--- src/design/btff_ram.sv ---
// ----------------------------------------------------------------------------
// btff_ram
// Generic single-write, single-read RAM with registered read data.
// ----------------------------------------------------------------------------
module btff_ram #(
	parameter int WIDTH = 8,
	parameter int DEPTH = 16
) (
	input  logic                     clk,
	input  logic                     we,
	input  logic [$clog2(DEPTH)-1:0] waddr,
	input  logic [WIDTH-1:0]         wdata,
	input  logic [$clog2(DEPTH)-1:0] raddr,
	output logic [WIDTH-1:0]         rdata
);

	logic [WIDTH-1:0] mem [DEPTH];

	always_ff @(posedge clk) begin
		if (we) begin
			mem[waddr] <= wdata;
		end
		rdata <= mem[raddr];
	end

endmodule

--- config.mk ---
export PLATFORM = sky130hd
export DESIGN_NAME = btff_ram
export DESIGN_NICKNAME = d
export VERILOG_FILES = /design/src/design/btff_ram.sv
export SDC_FILE = /design/constraint.sdc
export NUM_CORES = 1
export LEC_CHECK = 0
export ABC_CLOCK_PERIOD_IN_PS = 2150
export BUFFER_PORTS_ARGS = -buffer_cell sky130_fd_sc_hd__buf_2
export CAP_MARGIN = 10
export CORE_MARGIN = 5
export CORE_UTILIZATION = 31
export DETAILED_ROUTE_END_ITERATION = 8
export HOLD_SLACK_MARGIN = 0.05
export SKIP_LAST_GASP = 1
export SLEW_MARGIN = 10
export SYNTH_ARGS = -nofsm -noshare
export SYNTH_HDL_FRONTEND = slang
export SYNTH_SLANG_ARGS = --single-unit
--- constraint.sdc ---
create_clock -name clk -period 2.15 [get_ports clk]
set_input_delay 0.43 -clock clk [delete_from_list [all_inputs] [get_ports clk]]
set_output_delay 0.43 -clock clk [all_outputs]
set_load 0.005 [all_outputs]
==> out/metrics.yaml <==
run_status:
  status: "completed"
timing:
  hold_viol: 0
  clock_skew_ps: 7.93
  worstMarginPinSlew_ps: 431
  min_period_ps: 1490
  finalCritPeriodShare_pct: 69.4
  slew_headroom_pct: 71.3
  rsz0062_at_grt: "false"
  drv_slew: 0
  finalSetupViolations: 0
  tns_ps: 0
  fmax_mhz: 670
yosys:
  ys_ff_latch: 136
  yosysSeqAreaShare_pct: 77.8
  synth_area_sq_um: 5150
  avgSynthCellArea_sq_um: 22.5
  syn_inst: 229
  syn_nets: 247
  yosys_warnings: 0
  ys_types: 19
floorplanning:
  core.rowCount: 47
  initial_utilization_pct: 31.3
  dieArea_sq_um: 19300
  fp.dieH_um: 139
  die_w_um: 139
  ioPinCount: 26
  fp.coreArea_sq_um: 16500
cts:
  clk_latency_ps: 410
  postCtsHoldBufs: 0
  cts_root_buf: "clkbuf_16"
  clkTransAtPathRegs_ps: 60
  ctsHtreeMaxLevel: 4
  cts_setup_buffers: 0
  cts_buffers: 17
  cts_tree: "done"
  cts_sinks: 136
  ctsResizeCount: 0
  clock_path_buffers: 2
placement:
  gp_congestion: 0.708
  dp.cells: 489
  port_buffers: 25
hold_path:
  whs_path_depth: 1
  hold_class: "in -> reg"
finish:
  final_common_cell: "edfxtp_1"
  nFillCells: 1503
  layout.nets: 306
  drive_gt1_share_pct: 33.2
  layoutNonFillerInstCount: 521
  mostFrequentLayoutCells: "edfxtp_1, buf_2, buf_4, mux4_2, clkbuf_16"
  area_growth_pct: 23.0
  multi_input_area_sq_um: 1060
  final_util_pct: 38.5
  seq_area_sq_um: 4000
  diodes: 0
flow_run:
  drv_cap: 0
routing:
  wire_per_inst_um: 19.2
  initialDrtViolationCount: 195
  vias: 2414
  viasPerCell: 4.63
  routed_wl_um: 10000
  drc: 0
  dr.pass1.iters: 5
  ant_nets: 0
grt:
  gr-total-overflow: 0
  grt_max_degree: 17
  gr-usage-all-layers_pct: 10.6
  grt_pass1_wl_um: 15300
  antenna_found_initial: 0
  grt_pass1_vias: 2551
setup_path:
  required_ps: 2430
  crit_fanout: 16
  cpMaxStageDelayCell: "mux4_1"
  max_stage_delay_ps: 570
  path_cells: "buf_2 -> buf_12 -> mux4_1 -> a22oi_1 -> nand2_1"
  cp-end-kind: "register"
  r2r_slack_ps: 700
  worstSetupPathType: "in -> reg"
  startpoint_type: "input port"
  crit_arrival_ps: 1770
  r2r_cells: 3
power_and_ir_drop:
  power.density_nw_per_um2: 1020
  p_leak_uw: 0.00214
  ir_drop_mv: 0.750
## where the power goes
group          total (uW)  internal, uW  leakage, uW  switching (uW)
sequential           2980          2960      0.00122            17.2
combinational         280           125     0.000610             155
clock                3170          2100     0.000311            1070
total                6430          5190      0.00214            1240
## through the flow
| step | setup WS, ps | hold slack, ps | power (uW) | area, sq um |
|---|---|---|---|---|
| floorplan | 227 | 529 | 3180 | 5150 |
| global placement | 291 | 657 | 3310 | 5670 |
| detailed placement | 286 | 671 | 3320 | 5670 |
| CTS | 687 | 405 | 6490 | 6330 |
| global route | 612 | 416 | 6620 | 6330 |
| finish | 658 | 413 | 6430 | 6330 |
## critical path, delay by kind of cell
family,cells,cell delay [ps]
mux,1,570
simple gates,1,100
buf+inv,2,320
compound gates,1,340
## cell usage after synthesis
cell	n	share of area (%)
a22oi_1	16	2.3
and2b_1	1	0.15
nand2_1	9	0.66
mux4_1	14	7.1
nor2b_1	1	0.12
mux4_2	18	7.9
nand2b_1	2	0.24
buf_4	1	0.15
nor3_1	4	0.39
edfxtp_1	128	75
or3b_2	1	0.17
buf_6	3	0.66
nand3_1	1	0.097
nand3b_1	2	0.29
dfxtp_1	8	3.1
nor2_1	13	0.95
clkdlybuf4s25_2	3	0.58
and2_1	1	0.12
buf_2	3	0.29
## metal layers
metal | vias up | global-route usage [%] | share of wire, %
met2 | 60 | 17.4 | 50
met3 | 13 | 2.72 | 4.3
met5 | - | 0 | 0
met1 | 1249 | 14.0 | 45
met4 | 0 | 3.40 | 0.96
li1 | 1092 | - | -
## layout make-up
cell class,count,share of cell area [%]
clock buffers,19,6.99
clock inverters,13,3.42
multi-input cells,83,16.7
flip-flops and latches,136,63.2
well taps,220,4.35
repair buffers,50,5.33
## cell families (layout without fill, tap and decap cells)
logic type	after synthesis	after routing	share of synthesized area, %
AO/OA/AOI/OAI	16	16	2.33
AND/OR/NAND/NOR	35	35	3.18
multiplexers	32	32	15.0
flip-flops	136	136	77.8
buffers and inverters	10	82	1.68
## state kept, by name, summed over array words and instances (netlist names)
name	count
mem	128
rdata	8
## final timing paths
check | from | endpoint
max | raddr[0] | rdata[0]$_DFF_P_
min | wdata[3] | mem[0][3]$_DFFE_PP_
max reg2reg | mem[1][0]$_DFFE_PP_ | rdata[0]$_DFF_P_
min reg2reg | mem[14][1]$_DFFE_PP_ | rdata[1]$_DFF_P_
(Power assumes the default switching activity.)
